==> src/sv/b64le_pkg.sv <==
// Shared types, constants and the alphabet lookup for the base64 line encoder.
`default_nettype none

package b64le_pkg;

    localparam int LINE_BYTES_DEF = 48;
    localparam int CNT_W          = 6;
    localparam int MAX_RES        = 6;
    localparam int RES_IDX_W      = 3;
    localparam int FIFO_DEPTH     = 4;
    localparam int FIFO_PTR_W     = 2;
    localparam int CFG_IDX_W      = 2;

    localparam logic [CFG_IDX_W-1:0] CFG_OUTPUT_MODE = 2'd0;
    localparam logic [CFG_IDX_W-1:0] CFG_PREFIXED    = 2'd1;

    localparam logic [7:0] PAD_CHAR = 8'h3D;
    localparam logic [7:0] NEWLINE  = 8'h0A;

    typedef enum logic [1:0] {
        KIND_CHAR   = 2'd0,
        KIND_PREFIX = 2'd1,
        KIND_EOL    = 2'd2
    } t_kind;

    typedef struct packed {
        t_kind      kind;
        logic [7:0] code;
    } t_res;

    typedef struct packed {
        t_res [MAX_RES-1:0]   res;
        logic [RES_IDX_W-1:0] cnt;
    } t_plan;

    function automatic logic [7:0] b64_char(input logic [5:0] six);
        logic [7:0] v;
        v = {2'b00, six};
        if (six < 6'd26) begin
            return v + 8'd65;
        end else if (six < 6'd52) begin
            return v + 8'd71;
        end else if (six < 6'd62) begin
            return v - 8'd4;
        end else if (six == 6'd62) begin
            return 8'h2B;
        end else begin
            return 8'h2F;
        end
    endfunction

endpackage

`default_nettype wire

==> src/sv/b64le_front.sv <==
// Front end: accepts bytes, holds line and group state and builds the result list of each byte.
`default_nettype none

module b64le_front #(
    parameter int LINE_BYTES = b64le_pkg::LINE_BYTES_DEF
) (
    input  wire logic                             i_clk,
    input  wire logic                             i_rst_n,
    input  wire logic                             i_cfg_valid,
    input  wire logic [b64le_pkg::CFG_IDX_W-1:0]  i_cfg_index,
    input  wire logic                             i_cfg_data,
    input  wire logic                             i_valid,
    input  wire logic [7:0]                       i_byte,
    input  wire logic                             i_eof,
    output logic                                  o_ready,
    input  wire logic                             i_full,
    output logic                                  o_push,
    output b64le_pkg::t_plan                      o_plan
);

    logic                              r_mode;
    logic                              r_pref;
    logic [1:0]                        r_phase;
    logic [3:0]                        r_held;
    logic [b64le_pkg::CNT_W-1:0]       r_cnt;

    logic [1:0]                        n_phase;
    logic [3:0]                        n_held;
    logic [b64le_pkg::CNT_W-1:0]       n_cnt;

    logic [b64le_pkg::CNT_W-1:0]       cnt_inc;
    logic                              line_end;
    logic [b64le_pkg::RES_IDX_W-1:0]   idx;
    b64le_pkg::t_plan                  plan;

    assign o_ready = !i_full;
    assign o_push  = i_valid && !i_full;
    assign o_plan  = plan;

    always_comb begin
        cnt_inc  = r_cnt + 1'b1;
        line_end = i_eof || (cnt_inc >= b64le_pkg::CNT_W'(LINE_BYTES)) || (cnt_inc == '0);
        plan     = '0;
        idx      = '0;
        n_phase  = r_phase;
        n_held   = r_held;
        n_cnt    = cnt_inc;

        if (r_cnt == '0 && r_pref) begin
            plan.res[idx] = '{kind: b64le_pkg::KIND_PREFIX, code: 8'h00};
            idx = idx + 1'b1;
        end

        if (r_mode) begin
            n_phase = 2'd0;
            n_held  = 4'd0;
            plan.res[idx] = '{kind: b64le_pkg::KIND_CHAR, code: i_byte};
            idx = idx + 1'b1;
            if (i_byte == b64le_pkg::NEWLINE && r_pref) begin
                plan.res[idx] = '{kind: b64le_pkg::KIND_PREFIX, code: 8'h00};
                idx = idx + 1'b1;
            end
        end else begin
            case (r_phase)
                2'd0: begin
                    plan.res[idx] = '{kind: b64le_pkg::KIND_CHAR,
                                      code: b64le_pkg::b64_char(i_byte[7:2])};
                    idx = idx + 1'b1;
                    n_held  = {2'b00, i_byte[1:0]};
                    n_phase = 2'd1;
                    if (line_end) begin
                        plan.res[idx] = '{kind: b64le_pkg::KIND_CHAR,
                                          code: b64le_pkg::b64_char({i_byte[1:0], 4'b0000})};
                        idx = idx + 1'b1;
                        plan.res[idx] = '{kind: b64le_pkg::KIND_CHAR, code: b64le_pkg::PAD_CHAR};
                        idx = idx + 1'b1;
                        plan.res[idx] = '{kind: b64le_pkg::KIND_CHAR, code: b64le_pkg::PAD_CHAR};
                        idx = idx + 1'b1;
                    end
                end
                2'd1: begin
                    plan.res[idx] = '{kind: b64le_pkg::KIND_CHAR,
                                      code: b64le_pkg::b64_char({r_held[1:0], i_byte[7:4]})};
                    idx = idx + 1'b1;
                    n_held  = i_byte[3:0];
                    n_phase = 2'd2;
                    if (line_end) begin
                        plan.res[idx] = '{kind: b64le_pkg::KIND_CHAR,
                                          code: b64le_pkg::b64_char({i_byte[3:0], 2'b00})};
                        idx = idx + 1'b1;
                        plan.res[idx] = '{kind: b64le_pkg::KIND_CHAR, code: b64le_pkg::PAD_CHAR};
                        idx = idx + 1'b1;
                    end
                end
                default: begin
                    plan.res[idx] = '{kind: b64le_pkg::KIND_CHAR,
                                      code: b64le_pkg::b64_char({r_held, i_byte[7:6]})};
                    idx = idx + 1'b1;
                    plan.res[idx] = '{kind: b64le_pkg::KIND_CHAR,
                                      code: b64le_pkg::b64_char(i_byte[5:0])};
                    idx = idx + 1'b1;
                    n_held  = 4'd0;
                    n_phase = 2'd0;
                end
            endcase
        end

        if (line_end) begin
            plan.res[idx] = '{kind: b64le_pkg::KIND_EOL, code: 8'h00};
            idx = idx + 1'b1;
            n_cnt   = '0;
            n_phase = 2'd0;
            n_held  = 4'd0;
        end

        plan.cnt = idx;
    end

    always_ff @(posedge i_clk) begin
        if (!i_rst_n) begin
            r_mode  <= 1'b0;
            r_pref  <= 1'b1;
            r_phase <= 2'd0;
            r_held  <= 4'd0;
            r_cnt   <= '0;
        end else begin
            if (i_cfg_valid) begin
                case (i_cfg_index)
                    b64le_pkg::CFG_OUTPUT_MODE: r_mode <= i_cfg_data;
                    b64le_pkg::CFG_PREFIXED:    r_pref <= i_cfg_data;
                    default: ;
                endcase
            end
            if (o_push) begin
                r_phase <= n_phase;
                r_held  <= n_held;
                r_cnt   <= n_cnt;
            end
        end
    end

endmodule

`default_nettype wire

==> src/sv/b64le_queue.sv <==
// Short queue of per-byte result lists between the front end and the output stage.
`default_nettype none

module b64le_queue (
    input  wire logic              i_clk,
    input  wire logic              i_rst_n,
    input  wire logic              i_push,
    input  wire b64le_pkg::t_plan  i_plan,
    input  wire logic              i_pop,
    output b64le_pkg::t_plan       o_head,
    output logic                   o_full,
    output logic                   o_empty
);

    b64le_pkg::t_plan                  r_mem [b64le_pkg::FIFO_DEPTH];
    logic [b64le_pkg::FIFO_PTR_W-1:0]  r_wr;
    logic [b64le_pkg::FIFO_PTR_W-1:0]  r_rd;
    logic [b64le_pkg::FIFO_PTR_W:0]    r_fill;

    assign o_head  = r_mem[r_rd];
    assign o_full  = (r_fill == (b64le_pkg::FIFO_PTR_W+1)'(b64le_pkg::FIFO_DEPTH));
    assign o_empty = (r_fill == '0);

    always_ff @(posedge i_clk) begin
        if (i_push) begin
            r_mem[r_wr] <= i_plan;
        end
    end

    always_ff @(posedge i_clk) begin
        if (!i_rst_n) begin
            r_wr   <= '0;
            r_rd   <= '0;
            r_fill <= '0;
        end else begin
            if (i_push) begin
                r_wr <= r_wr + 1'b1;
            end
            if (i_pop) begin
                r_rd <= r_rd + 1'b1;
            end
            if (i_push && !i_pop) begin
                r_fill <= r_fill + 1'b1;
            end else if (!i_push && i_pop) begin
                r_fill <= r_fill - 1'b1;
            end
        end
    end

endmodule

`default_nettype wire

==> src/sv/b64le_back.sv <==
// Back end: walks queued result lists, one result per cycle from an output register while i_ready.
`default_nettype none

module b64le_back (
    input  wire logic              i_clk,
    input  wire logic              i_rst_n,
    input  wire b64le_pkg::t_plan  i_head,
    input  wire logic              i_empty,
    output logic                   o_pop,
    output logic                   o_valid,
    input  wire logic              i_ready,
    output logic [1:0]             o_kind,
    output logic [7:0]             o_code,
    output logic                   o_last
);

    logic                              r_valid;
    logic [1:0]                        r_kind;
    logic [7:0]                        r_code;
    logic                              r_last;
    logic [b64le_pkg::RES_IDX_W-1:0]   r_idx;

    logic                              adv;
    logic                              take;
    logic                              is_last;
    b64le_pkg::t_res                   cur;

    assign adv     = !r_valid || i_ready;
    assign take    = adv && !i_empty;
    assign cur     = i_head.res[r_idx];
    assign is_last = (r_idx == (i_head.cnt - 1'b1));
    assign o_pop   = take && is_last;

    assign o_valid = r_valid;
    assign o_kind  = r_kind;
    assign o_code  = r_code;
    assign o_last  = r_last;

    always_ff @(posedge i_clk) begin
        if (take) begin
            r_kind <= cur.kind;
            r_code <= cur.code;
            r_last <= is_last;
        end
    end

    always_ff @(posedge i_clk) begin
        if (!i_rst_n) begin
            r_valid <= 1'b0;
            r_idx   <= '0;
        end else if (adv) begin
            r_valid <= !i_empty;
            if (take) begin
                r_idx <= is_last ? '0 : r_idx + 1'b1;
            end
        end
    end

endmodule

`default_nettype wire

==> src/sv/base64_line_encoder_unit.sv <==
// Top level of the base64 line encoder: front end, result-list queue and output stage.
// The plan of an accepted byte is written into the queue; its first result is then loaded into
// the output register. One byte per cycle while the four-entry queue has room, one result per
// cycle while the receiver is ready; a byte yields one to six results, one or two mid-line in
// base64 mode, and the single output register drains the queue.
// Reset is synchronous and active low: mode returns to base64, prefixing on, line and
// group state cleared, queue and output emptied.
`default_nettype none

module base64_line_encoder_unit #(
    parameter int LINE_BYTES = b64le_pkg::LINE_BYTES_DEF
) (
    input  wire logic                             i_clk,
    input  wire logic                             i_rst_n,
    input  wire logic                             i_cfg_valid,
    output logic                                  o_cfg_ready,
    input  wire logic [b64le_pkg::CFG_IDX_W-1:0]  i_cfg_index,
    input  wire logic                             i_cfg_data,
    input  wire logic                             s_axis_tvalid,
    output logic                                  s_axis_tready,
    input  wire logic [7:0]                       s_axis_tdata,   // [7:0] data_byte
    input  wire logic                             s_axis_tlast,   // end_of_file
    output logic                                  m_axis_tvalid,
    input  wire logic                             m_axis_tready,
    output logic [7:0]                            m_axis_tdata,   // [7:0] char_code
    output logic [1:0]                            m_axis_tuser,   // [1:0] item_kind
    output logic                                  m_axis_tlast    // last_of_run
);

    logic              push;
    logic              pop;
    logic              full;
    logic              empty;
    b64le_pkg::t_plan  plan;
    b64le_pkg::t_plan  head;

    assign o_cfg_ready = 1'b1;

    b64le_front #(
        .LINE_BYTES(LINE_BYTES)
    ) u_front (
        .i_clk       (i_clk),
        .i_rst_n     (i_rst_n),
        .i_cfg_valid (i_cfg_valid),
        .i_cfg_index (i_cfg_index),
        .i_cfg_data  (i_cfg_data),
        .i_valid     (s_axis_tvalid),
        .i_byte      (s_axis_tdata),
        .i_eof       (s_axis_tlast),
        .o_ready     (s_axis_tready),
        .i_full      (full),
        .o_push      (push),
        .o_plan      (plan)
    );

    b64le_queue u_queue (
        .i_clk   (i_clk),
        .i_rst_n (i_rst_n),
        .i_push  (push),
        .i_plan  (plan),
        .i_pop   (pop),
        .o_head  (head),
        .o_full  (full),
        .o_empty (empty)
    );

    b64le_back u_back (
        .i_clk   (i_clk),
        .i_rst_n (i_rst_n),
        .i_head  (head),
        .i_empty (empty),
        .o_pop   (pop),
        .o_valid (m_axis_tvalid),
        .i_ready (m_axis_tready),
        .o_kind  (m_axis_tuser),
        .o_code  (m_axis_tdata),
        .o_last  (m_axis_tlast)
    );

endmodule

`default_nettype wire

==> config.mk <==
export PLATFORM = sky130hd
export DESIGN_NAME = base64_line_encoder_unit
export DESIGN_NICKNAME = d
export VERILOG_FILES = /design/src/sv/b64le_pkg.sv /design/src/sv/b64le_front.sv /design/src/sv/b64le_queue.sv /design/src/sv/b64le_back.sv /design/src/sv/base64_line_encoder_unit.sv
export SDC_FILE = /design/constraint.sdc
export NUM_CORES = 1
export LEC_CHECK = 0
export BUFFER_PORTS_ARGS = -buffer_cell sky130_fd_sc_hd__buf_2
export CAP_MARGIN = 0
export CORE_MARGIN = 2
export CORE_UTILIZATION = 35
export CTS_BUF_LIST = sky130_fd_sc_hd__clkbuf_8 sky130_fd_sc_hd__clkbuf_16
export DETAILED_ROUTE_END_ITERATION = 12
export PLACE_DENSITY = 0.6
export SLEW_MARGIN = 20
export SYNTH_ARGS = -nofsm -noshare
export SYNTH_HDL_FRONTEND = slang
export SYNTH_HIERARCHICAL = 1
export SYNTH_SLANG_ARGS = --single-unit
==> constraint.sdc <==
create_clock -name i_clk -period 5.33 [get_ports i_clk]
set_input_delay 1.3325 -clock i_clk [delete_from_list [all_inputs] [get_ports i_clk]]
set_output_delay 1.3325 -clock i_clk [all_outputs]
set_load 0.1 [all_outputs]
---- Word level (Yosys, flattened, before mapping) ----
Memory sizes are Yosys's and may differ from the RTL's. A register that Yosys moved wholly into a read port is not among the register bits.
Cells that the tools add are included.
word-level totals
  RAM bits ................................ 252
  memories kept ........................... 1
  register bits ........................... 36
  bits of input ports ..................... 17
  logic and storage cells ................. 210
memory list
  name           words  width  rd ports  clocked after memory_dff  wr ports  RTL line           RTL
  u_queue.r_mem  4      63     1         1                         1         b64le_queue.sv:15  b64le_pkg::t_plan r_mem [b64le_pkg::FIFO_DEPTH];
operators by class
  eq/ne operators ......................... 9
  bitwise operators ....................... 14
  add/sub/neg operators ................... 30
  reductions and logical operators ........ 30
  muxes and demuxes ....................... 83
  magnitude comparators ................... 30
operators by type and width
  kind                   count
  $bwmux W60             7
  $mux W60               5
  $mux W8                32
  $demux W10 S3          5
  $pmux W60 S2           1
  $and A54 B54 Y54       2
  $not A54 Y54           2
  $add A6 B7 Y8 const B  12
  $and A30 B30 Y30       3
  $or A30 B30 Y30        3
  $lt A6 B6 Y1 const B   12
  $mux W10               6
  $not A30 Y30           2
  $sub A6 B3 Y7 const B  6
  $lt A6 B5 Y1 const B   6
  $mux W3                12
  $bmux W10 S3           1
  $eq A6 B6 Y1 const B   4
  $lt A3 B4 Y1 const B   5
  $add A3 B1 Y3 const B  6
  $ge A3 B1 Y1 const B   4
  $logic_and A1 B1 Y1    12
  $logic_not A6 Y1       2
  $or A6 B6 Y6           2
  26 further kinds       44

---- Depth between registers and ports, before layout ----
Gate-level depths: netlist of run 1.
  word-level depth ........................ 17
  depth in mapped cells ................... 17

---- Cells and area by module ----
The synthesis of run 1 kept the hierarchy.
modules (own cells, without submodules)
  module                    area an instance (um2)  cells an instance  times used
  b64le_queue               9,608.0                 372                1
  b64le_front               3,860.0                 582                1
  b64le_back                1,042.2                 86                 1
  base64_line_encoder_unit  11.3                    2                  1

---- Least setup slack after synthesis of run 1 ----
OpenSTA, ideal clock, no wires.
  path type ............................... input port to flip-flop
  start ................................... in s_axis_tlast
  end ..................................... mem u_queue/r_mem[0][45] (netlist name), data pin
  buffers on the path ..................... 3
  setup time .............................. 0.254 ns
  stages on the path ...................... 13
  data arrival time ....................... 3.679 ns
  path slack .............................. 1.397 ns
  path through ............................ a21oi_1 -> o21ai_2 -> o31a_1 -> buf_6 -> buf_2 -> ha_1 -> o21ai_0 -> o22ai_1 -> a31oi_1 -> nand2_1 -> nor3_1 -> nor3_1 -> buf_4
RTL lines
  element          RTL line                        RTL
  start, declared  base64_line_encoder_unit.sv:22  input wire logic s_axis_tlast,
  end, declared    b64le_queue.sv:15

---- Worst setup path after layout of run 1 ----
  start ................................... in s_axis_tdata[7]
  end ..................................... mem u_queue/r_mem[2][48] (netlist name), data pin
on the way
  longest elaborated chain between the ends .. 15
RTL lines
  element                                               RTL line                          RTL
  start, declared                                       base64_line_encoder_unit.sv:21    input wire logic [7:0] s_axis_tdata,
  $sub A6 B3 Y7 / $lt A6 B6 Y1 (equally long branches)  b64le_pkg.sv:44, b64le_pkg.sv:43
  $mux W8                                               b64le_pkg.sv:43                   end else if (six < 6'd62) begin
  $mux W8                                               b64le_pkg.sv:41                   end else if (six < 6'd52) begin
  $mux W8                                               b64le_pkg.sv:39                   if (six < 6'd26) begin
  $mux W8                                               b64le_front.sv:64                 case (r_phase)
  $mux W8                                               b64le_front.sv:54                 if (r_mode) begin
  $bwmux W60                                            b64le_front.sv:66                 plan.res[idx] = '{kind: b64le_pkg::KIND_CHAR,
  $bwmux W60                                            b64le_front.sv:72                 plan.res[idx] = '{kind: b64le_pkg::KIND_CHAR,
  $or A30 B30 Y30 (no line) (2 in a row)                n/a
  $mux W60                                              b64le_front.sv:71                 if (line_end) begin
  $pmux W60 S2                                          b64le_front.sv:64
  $mux W60                                              b64le_front.sv:54
  $and A54 B54 Y54 (no line)                            n/a
  $mux W60 (*)                                          b64le_front.sv:108                if (line_end) begin
Mark *: on every way between the ends. The rest lies on a longest branch, timed or not. The select of a mux whose other input is x is not followed.

==> results of run 1 <==
[worst max-delay path by stage]
stage | to | cells after the start
finish | u_queue/r_mem[2][48] | 12
global route | u_queue/r_mem[2][48] | 14
CTS | u_queue/r_mem[2][48] | 14
detailed placement | u_queue/r_mem[0][46] | 12
global placement | u_queue/r_mem[0][46] | 12
floorplan | u_queue/r_mem[0][45] | 13
[metrics by stage]
step | hold slack (ns) | cell area, um2 | total power [mW] | std cells
floorplan | 0.459 | 14600 | 4.75 | 1058
detailed placement | 0.496 | 15000 | 5.17 | 1556
CTS | 0.505 | 15900 | 7.08 | 1608
global route | 0.542 | 15900 | 7.33 | 1608
global placement | 0.492 | 15000 | 5.14 | 1556
finish | 0.507 | 15900 | 7.01 | 1608
[kinds of logic (layout without fill, tap and decap cells)]
group | after synthesis | count (layout) | synth area share
mux | 96 | 96 | 0.130
other cells | 2 | 18 | 0.000517
buf+inv | 137 | 155 | 0.0527
xor+xnor | 20 | 20 | 0.0130
simple gates | 247 | 247 | 0.0882
flops | 290 | 290 | 0.581
compound gates | 211 | 211 | 0.100
fa+ha+maj | 39 | 39 | 0.0341
[per-layer routing]
metal	global-route usage	wire, um	vias up
met3	0.0215	1620	49
met4	0.0440	778	0
met2	0.244	15500	221
met5	0	0	-
li1	-	-	4046
met1	0.213	15200	4544
[cells in the final DEF, fill, tap and decap left out, types with 12 or more instances in the layout]
cell type  count
edfxtp_1     263
mux4_2        70
nand2_1       63
a21oi_1       42
inv_1         41
nor2_1        40
ha_1          38
o21ai_0       32
buf_2         29
clkbuf_16     28
buf_4         28
dfxtp_1       25
nand3_1       24
mux2i_1       21
nor3_1        21
a211oi_1      19
conb_1        18
nor2b_1       15
o211ai_1      15
a31oi_1       14
clkinv_1      13
o22ai_1       13
nand2b_1      12
xnor2_1       12
[cells in the mapped netlist (all sizes together) (5+ instances only)]
library cell  number
nand4              9
and3               8
a21boi            11
o211ai            15
mux4              73
a221oi             6
xnor2             12
clkinv             5
nor2              40
nand2             63
dfxtp             27
edfxtp           263
mux2i             21
buf               60
xor2               7
a31oi             14
o21ai             35
nor2b             15
nand3             26
a211o              5
ha                38
nor4               7
o22ai             13
a21oi             42
or3               10
nand2b            12
o21a               5
and2              14
nor3              24
a21o               5
inv               40
a211oi            19
clkbuf            32
[worst register-to-register path, stage by stage, from the launching register on]
cell and delay, ns:
dfxtp_1 0.44, ha_1 0.32, a31o_2 0.18, a21oi_1 0.06
o21ai_2 0.06, o31a_1 0.50, inv_2 0.29, ha_1 0.28
nor3_1 0.13, o22ai_1 0.10, a31oi_1 0.39, nand2_1 0.30
nor3_1 0.56, nor3_2 0.07, buf_4 0.21
[registers in the layout (all words and copies together) (netlist names), named ones only]
name,count
u_queue/r_mem,252
u_back/o_code,8
u_front/r_cnt,6
u_front/r_held,4
u_back/r_idx,3
u_queue/r_fill,3
u_back/o_kind,2
u_front/r_phase,2
u_queue/r_rd,2
u_queue/r_wr,2
u_back/o_last,1
u_back/o_valid,1
u_front/r_mode,1
u_front/r_pref,1
[where the power goes]
group          internal, mW  switching, mW
logic                 0.754           1.26
clock network          1.10          0.814
registers              2.91          0.165
total                  4.77           2.24
[cell type report]
| class | count | area (um2) | area share |
|---|---|---|---|
| inverter | 45 | 169 | 0.0106 |
| clock buffer | 28 | 701 | 0.0440 |
| multi-input combinational | 631 | 5390 | 0.338 |
| tap | 532 | 666 | 0.0418 |
| clock inverter | 24 | 200 | 0.0126 |
| sequential | 290 | 8440 | 0.530 |
| timing repair buffer | 58 | 375 | 0.0235 |
==> flow_metrics.py, run 1 <==
metrics = {
    "status": {
        "run_status": "complete, no violations",
    },
    "critical_path": {
        "crit_start": "s_axis_tdata[7]",
        "rrSetupSlack_ns": 1.17,
        "reg2reg_depth": 14,
        "crit_path_max_incr_delay_ns": 0.56,
        "cp_data_arrival_time_ns": 4.45,
        "cp_data_required_time_ns": 5.60,
        "cp_slowest_cell": "nor3_1",
        "start_kind": "input pin",
        "r2r-end": "u_queue/r_mem[2][48]",
        "critPathBufInv": 4,
        "path_class": "input pin to register",
        "path_cells": "buf_2 > buf_4 > inv_1 > ha_1 > nand3_1 > ha_1 > o22ai_1 > a31oi_1 > nand2_1 > nor3_1 > nor3_2 > buf_4",
        "r2r-start": "u_front/r_cnt[1]",
        "cp_top_family": "simple AND/OR/NAND/NOR gates",
        "cp_max_fo": 20,
        "critPathCaptureType": "register",
    },
    "logic_synthesis": {
        "synth_area_mm2": 0.0145,
        "synthCells": 1042,
        "ys_seq_area_frac": 0.581,
        "synth-edff-count": 263,
        "synth_seq_cells": 290,
        "yosysTopAreaCellShare": 0.544,
        "syn_avg_cell_area_um2": 13.9,
        "ys.flop_type": "edfxtp_1",
        "synth_cell_types": 86,
        "yosysTopAreaCell": "edfxtp_1",
        "async_reset_ff_frac": 0,
        "synth.area.top_cells": "edfxtp_1, mux4_2, dfxtp_1, ha_1, nand2_1",
        "synth-warning-count": 6,
    },
    "layout": {
        "fin_nets": 1110,
        "fillers": 3873,
        "syn_to_final_growth_pct": 9.78,
        "antenna_cells": 0,
        "drive_gt1_frac": 0.181,
        "utilization": 0.390,
    },
    "pwr": {
        "peakVddDrop_mv": 0.270,
        "powerDensity_mw_per_mm2": 440,
        "leakage_nw": 5.29,
    },
    "placed_design": {
        "portBuffers": 29,
        "place_congestion": 0.901,
        "place_hpwl_um": 21200,
        "place_ws_ns": 0.657,
    },
    "clock_network": {
        "h-tree-depth": 1,
        "max-clock-path-buffers": 3,
        "cts-hold-fix-buffers": 0,
        "post-cts-setup-buffers": 0,
        "path_clk_slew_ns": 0.06,
        "cts_sinks": 290,
        "clock_latency_ns": 0.54,
        "cts_tree": "yes",
        "tritoncts.num_buffers": 28,
        "ctsResizeCount": 0,
        "cts_root_buf": "clkbuf_16",
    },
    "global_route": {
        "grt_pass1_wl_um": 51800,
        "grt_pass1_vias": 8793,
        "grt_start_max_net_pins": 64,
        "antenna_found_initial": 0,
        "track_usage": 0.151,
        "grt_overflow": 0,
    },
    "drt": {
        "avgViaCountPerCell": 5.51,
        "ant_nets": 0,
        "wirelength_um": 33000,
        "wire_per_inst_um": 20.5,
        "routed-via-count": 8860,
        "firstDrtPassIters": 5,
        "drtIter0Drc": 749,
        "drcViolationCount": 0,
    },
    "timing": {
        "finalClockSkew_ns": 0.0103,
        "maxSlewHeadroom": 0.341,
        "slew_violations": 0,
        "tightest_slew_ns": 0.989,
        "setup_viol_count_final": 0,
        "hold_viol": 0,
        "fmax_mhz": 240,
        "period_minus_slack_ns": 4.17,
        "setup_slack_ns": 1.16,
        "fin_setup_tns_ns": 0,
        "rsz0062_at_grt": "false",
        "fin_crit_sh": 0.783,
    },
    "die": {
        "dieArea_mm2": 0.0431,
        "coreArea_mm2": 0.0409,
        "row_count": 74,
        "die_w_um": 208,
        "start_util": 0.355,
        "io_pins": 31,
        "chipHeight_um": 208,
    },
    "worst_hold_path": {
        "min_to": "u_queue/r_fill[2]",
        "min-delay-path-class": "register to register",
        "worstHoldPathCells": 2,
        "hold_start": "u_queue/r_fill[2]",
    },
    "run": {
        "maxCapViolCount": 0,
    },
}
Power figures use the tool's default switching activity.
==> run 2: changes to the inputs <==
--- a/config.mk
+++ b/config.mk
@@ -11,7 +11,7 @@
 export CORE_UTILIZATION = 35
 export CTS_BUF_LIST = sky130_fd_sc_hd__clkbuf_8 sky130_fd_sc_hd__clkbuf_16
 export DETAILED_ROUTE_END_ITERATION = 12
-export PLACE_DENSITY = 0.6
+export PLACE_DENSITY = 0.61
 export SLEW_MARGIN = 20
 export SYNTH_ARGS = -nofsm -noshare
 export SYNTH_HDL_FRONTEND = slang
==> constraint.sdc (replaced) <==
create_clock -name i_clk -period 3.6 [get_ports i_clk]
set_input_delay 0.9 -clock i_clk [delete_from_list [all_inputs] [get_ports i_clk]]
set_output_delay 0.9 -clock i_clk [all_outputs]
set_load 0.1 [all_outputs]
==> run 2 against run 1 <==
Against the previous run:
- clock power up 57%
- hold slack improved by 0.015 ns
- critical path depth decreased by 1
- worst setup slack got worse by 0.96 ns
- combinational power grew 58%
- first-iteration DRC count rose by 30%
- global-route usage is 0.15 points lower
- core utilization is 1.3 points higher
- largest cell class unchanged
==> flow_metrics.py, run 2 (synthesis results as in run 1) <==
metrics = {
    "status": {
        "run_status": "complete, no violations",
    },
    "die": {
        "io_pins": 31,
        "chipHeight_um": 208,
        "coreArea_mm2": 0.0409,
        "die_w_um": 208,
        "dieArea_mm2": 0.0431,
        "row_count": 74,
        "start_util": 0.355,
    },
    "pwr": {
        "power.share.clock": 0.283,
        "seqPwrFrac": 0.417,
        "internal_power_mw": 7.28,
        "power_frac_comb": 0.300,
        "sw_frac_of_total": 0.315,
        "peakVddDrop_mv": 0.507,
        "power.switching_mw": 3.36,
        "leakage_nw": 5.58,
        "powerDensity_mw_per_mm2": 647,
    },
    "timing": {
        "rsz0062_at_grt": "false",
        "fmax_mhz": 293,
        "fin_setup_tns_ns": 0,
        "hold_viol": 0,
        "period_minus_slack_ns": 3.41,
        "fin_crit_sh": 0.947,
        "finalClockSkew_ns": 0.0168,
        "slew_violations": 0,
        "setup_viol_count_final": 0,
        "maxSlewHeadroom": 0.383,
        "tightest_slew_ns": 0.926,
    },
    "layout": {
        "syn_to_final_growth_pct": 13.3,
        "largest-register": "u_queue/r_mem",
        "mostFrequentLayoutCells": "edfxtp_1, buf_4, mux4_2, nand2_1, a21oi_1",
        "layout.cells.non_filler": 1663,
        "final_common_cell": "edfxtp_1",
        "largest_register_ffs": 252,
        "fin_nets": 1164,
        "drive_gt1_frac": 0.224,
        "antenna_cells": 0,
    },
    "critical_path": {
        "r2r-start": "u_front/r_cnt[1]",
        "path_class": "register to register",
        "start_kind": "register",
        "cp_max_fo": 8,
        "reg2reg_depth": 11,
        "rrSetupSlack_ns": 0.19,
        "r2r-end": "u_queue/r_mem[1][28]",
        "cp_data_arrival_time_ns": 3.66,
        "cp_data_required_time_ns": 3.85,
        "critPathCaptureType": "register",
    },
    "placed_design": {
        "portBuffers": 29,
        "dp_cells": 1609,
        "place_hpwl_um": 21700,
        "place_congestion": 0.950,
    },
    "clock_network": {
        "max-clock-path-buffers": 3,
        "post-cts-setup-buffers": 0,
        "h-tree-depth": 1,
        "path_clk_slew_ns": 0.06,
        "cts-hold-fix-buffers": 0,
        "cts_sinks": 290,
        "cts_tree": "yes",
        "ctsResizeCount": 0,
        "clock_latency_ns": 0.55,
        "tritoncts.num_buffers": 29,
        "cts_root_buf": "clkbuf_16",
    },
    "global_route": {
        "grt_pass1_vias": 8881,
        "antenna_found_initial": 0,
        "gr-usage-met3": 0.0225,
        "gr-usage-met2": 0.238,
        "grt_use_met1": 0.217,
        "grt_start_max_net_pins": 64,
        "grt_pass1_wl_um": 51700,
        "top_usage_layer": "met2",
        "track_usage": 0.150,
        "grt_overflow": 0,
    },
    "drt": {
        "avgViaCountPerCell": 5.43,
        "routed-via-count": 9032,
        "ant_nets": 0,
        "wire_per_inst_um": 19.6,
        "drcViolationCount": 0,
        "firstDrtPassIters": 6,
        "drtIter0Drc": 972,
        "wirelength_um": 32600,
    },
    "worst_hold_path": {
        "hold_start": "u_queue/r_fill[2]",
        "min-delay-path-class": "register to register",
        "min_to": "u_queue/r_fill[2]",
        "worstHoldPathCells": 2,
    },
    "run": {
        "maxCapViolCount": 0,
    },
}
## run 2: critical path, cell delays in order (launching register included)
cell and delay [ns]:
dfxtp_1 0.45, nand3_4 0.13, o21a_1 0.23, or2_0 0.22, o31a_1 0.36, ha_1 0.33, o21ai_0 0.15, o22ai_1 0.08
a31oi_1 0.19, nand2_1 0.23, o31ai_4 0.56, a21oi_1 0.17
## run 2: per-stage QoR
step	utilization	power (mW)	setup WS, ns	hold slack, ns	instance area, um2
final	0.402	10.6	0.190	0.522	16500
after global routing	0.402	11.1	0.00644	0.559	16500
after CTS	0.402	10.8	0.200	0.528	16500
after detailed placement	0.378	7.74	0.0491	0.517	15500
after global placement	0.378	7.70	0.0386	0.499	15500
after floorplan	-	7.04	0.0346	0.459	14600
## run 2: how the worst max path moves through the flow
stage,end,startpoint,cells after the start
final,u_queue/r_mem[1][28],u_front/r_cnt[1],11
after global routing,u_queue/r_mem[1][27],u_front/r_cnt[1],11
after CTS,u_queue/r_mem[1][28],u_front/r_cnt[1],11
after detailed placement,u_queue/r_mem[0][16],s_axis_tdata[7],12
after global placement,u_queue/r_mem[0][16],s_axis_tdata[7],13
after floorplan,u_queue/r_mem[0][0],u_queue/r_fill[0],5
## run 2: power groups by stage
stage / logic [mW] / clock network, mW / registers (mW)
6_report: 3.20 / 3.01 / 4.43
5_1_grt: 3.46 / 3.21 / 4.48
4_1_cts: 3.24 / 3.07 / 4.44
3_5_place_dp: 3.23 / 0 / 4.51
3_3_place_gp: 3.21 / 0 / 4.49
2_1_floorplan: 2.04 / 0 / 5.00
## run 2: final cells by class
cell class	count	area, um2
fill	3796	24500
sequential	290	8440
multi-input combinational	631	5390
timing repair buffer	111	823
clock buffer	29	726
tap	532	666
clock inverter	25	245
inverter	45	169
## run 2: metal layers
| metal | share of wire | vias to the layer above |
|---|---|---|
| li1 | - | 4160 |
| met1 | 0.46 | 4530 |
| met2 | 0.46 | 306 |
| met3 | 0.064 | 36 |
| met4 | 0.018 | 0 |
| met5 | 0 | - |
==> run 3: changes to the inputs <==
--- a/config.mk
+++ b/config.mk
@@ -11,7 +11,8 @@
 export CORE_UTILIZATION = 35
 export CTS_BUF_LIST = sky130_fd_sc_hd__clkbuf_8 sky130_fd_sc_hd__clkbuf_16
 export DETAILED_ROUTE_END_ITERATION = 12
-export PLACE_DENSITY = 0.61
+export PLACE_DENSITY = 0.48
+export SKIP_LAST_GASP = 1
 export SLEW_MARGIN = 20
 export SYNTH_ARGS = -nofsm -noshare
 export SYNTH_HDL_FRONTEND = slang
==> run 3 against run 2 <==
Against the previous run:
- core utilization rose by 0.16 points
- non-clock buffer count is 6 higher
- sequential power about the same
- hold slack lost 0.013 ns
- worst setup slack better by 0.12 ns
- total power is 0.58% higher
- sequential share of layout area down 0.19 points
- highest routed layer unchanged
- die area is the same
- cell count rose by 0.48%
- critical path type unchanged
==> flow_metrics.py, run 3 (synthesis results as in run 1) <==
metrics = {
    "status": {
        "run_status": "complete, no violations",
    },
    "worst_hold_path": {
        "min_to": "u_front/r_held[1]",
        "min-delay-path-class": "register to register",
        "hold_start": "u_front/r_held[1]",
        "worstHoldPathCells": 2,
    },
    "placed_design": {
        "dp_cells": 1614,
        "portBuffers": 29,
        "place_congestion": 0.863,
        "place_hpwl_um": 22700,
    },
    "layout": {
        "mostFrequentLayoutCells": "edfxtp_1, buf_4, mux4_2, nand2_1",
        "syn_to_final_growth_pct": 13.8,
        "drive_gt1_frac": 0.227,
        "fin_nets": 1172,
        "largest-register": "u_queue/r_mem",
        "largest_register_ffs": 252,
        "fillers": 3859,
        "antenna_cells": 0,
        "layout.cells.non_filler": 1671,
        "multi_input_area_mm2": 0.00541,
        "regArea_mm2": 0.00844,
        "final_common_cell": "edfxtp_1",
        "utilization": 0.404,
    },
    "timing": {
        "slew_violations": 0,
        "hold_viol": 0,
        "fmax_mhz": 304,
        "period_minus_slack_ns": 3.29,
        "holdWs_ns": 0.509,
        "setup_viol_count_final": 0,
        "finalClockSkew_ns": 0.0194,
        "fin_crit_sh": 0.913,
        "rsz0062_at_grt": "false",
        "tightest_slew_ns": 0.950,
        "maxSlewHeadroom": 0.367,
    },
    "critical_path": {
        "r2r-end": "u_queue/r_mem[3][13]",
        "cp_slowest_cell": "dfxtp_1",
        "crit_path_max_incr_delay_ns": 0.45,
        "critPathCaptureType": "register",
        "reg2reg_depth": 16,
        "path_cells": "ha_1 > a31o_2 > a21oi_1 > o21ai_2 > o31a_1 > inv_2 > ha_1 > nand2b_1 > o211ai_1 > o21ai_2 > nand2_1 > nor3_2 > buf_4 > a311o_1 > o41ai_1 > buf_4",
        "cp_data_arrival_time_ns": 3.59,
        "cp_data_required_time_ns": 3.91,
        "start_kind": "register",
        "cp_max_fo": 15,
        "path_class": "register to register",
        "rrSetupSlack_ns": 0.31,
        "r2r-start": "u_front/r_cnt[1]",
    },
    "drt": {
        "wirelength_um": 35400,
        "firstDrtPassIters": 5,
        "drtIter0Drc": 660,
        "wire_per_inst_um": 21.2,
        "avgViaCountPerCell": 5.44,
        "routed-via-count": 9090,
        "drcViolationCount": 0,
        "ant_nets": 0,
    },
    "clock_network": {
        "h-tree-depth": 1,
        "cts-hold-fix-buffers": 0,
        "cts_root_buf": "clkbuf_16",
        "tritoncts.num_buffers": 31,
        "cts_sinks": 290,
        "clock_latency_ns": 0.57,
        "cts_tree": "yes",
        "max-clock-path-buffers": 3,
        "path_clk_slew_ns": 0.06,
    },
    "global_route": {
        "grt_start_max_net_pins": 63,
        "antenna_found_initial": 0,
        "grt_pass1_wl_um": 56200,
        "track_usage": 0.166,
        "grt_overflow": 0,
        "grt_pass1_vias": 9182,
    },
    "die": {
        "chipHeight_um": 208,
        "dieArea_mm2": 0.0431,
        "die_w_um": 208,
        "row_count": 74,
        "coreArea_mm2": 0.0409,
        "io_pins": 31,
        "start_util": 0.355,
    },
    "pwr": {
        "powerDensity_mw_per_mm2": 648,
        "finalPower_mw": 10.7,
        "leakage_nw": 5.64,
        "peakVddDrop_mv": 0.370,
    },
    "run": {
        "maxCapViolCount": 0,
    },
}
run 3: cell types whose count changed in the layout (fill, tap and decap cells not counted), sizes merged:
cell	delta
clkinvlp	-5
bufinv	-2
inv	+4
clkinv	+3
buf	+6
clkbuf	+2
run 3: stage by stage:
step	setup TNS, ns	area, um2	worst slack (ns)
after floorplan	0	14600	0.0346
after global placement	0	15500	0.000304
after detailed placement	-2.10	15500	-0.0929
after CTS	0	16500	0.0902
after global routing	0	16500	0.0172
final	0	16500	0.313
run 3: cell type report:
type                       count  area share
sequential                   290       0.511
multi-input combinational    631       0.327
timing repair buffer         117      0.0533
clock buffer                  31      0.0469
tap                          532      0.0403
clock inverter                25      0.0108
inverter                      45      0.0102
run 3: what timing repair did:
action,CTS,global route
setup endpoints to repair,0,56
setup buffers,0,1
gates resized for setup,0,2
run 3: power breakdown:
| group | internal (mW) | total, mW | leakage, nW | switching, mW |
|---|---|---|---|---|
| Sequential | 4.31 | 4.44 | 2.67 | 0.136 |
| Clock | 1.70 | 3.00 | 0.489 | 1.29 |
| Combinational | 1.24 | 3.26 | 2.48 | 2.02 |
| Total | 7.25 | 10.7 | 5.64 | 3.45 |
run 3: worst max-delay path by stage:
stage,slack (ns),to,start
floorplan,0.03,u_queue/r_mem[0][0],u_queue/r_fill[0]
global placement,0.0003,u_queue/r_mem[3][16],s_axis_tdata[6]
detailed placement,-0.09,u_queue/r_mem[2][46],s_axis_tdata[0]
CTS,0.09,u_queue/r_mem[1][26],u_front/r_cnt[1]
global route,0.02,u_queue/r_mem[3][13],u_front/r_cnt[1]
finish,0.31,u_queue/r_mem[3][13],u_front/r_cnt[1]
run 3: layer usage:
metal | up-vias | track usage | routed length (um)
met4 | 0 | 0.0325 | 554
li1 | 4180 | - | -
met1 | 4601 | 0.241 | 16300
met5 | - | 0 | 0
met2 | 269 | 0.270 | 16800
met3 | 40 | 0.0180 | 1850
run 3: critical path, delay by kind of cell (launching register included):
family | cells | cell delay (ns)
fa+ha+maj | 2 | 0.52
simple gates | 3 | 0.38
compound gates | 8 | 1.18
flops | 1 | 0.45
buf+inv | 3 | 0.50
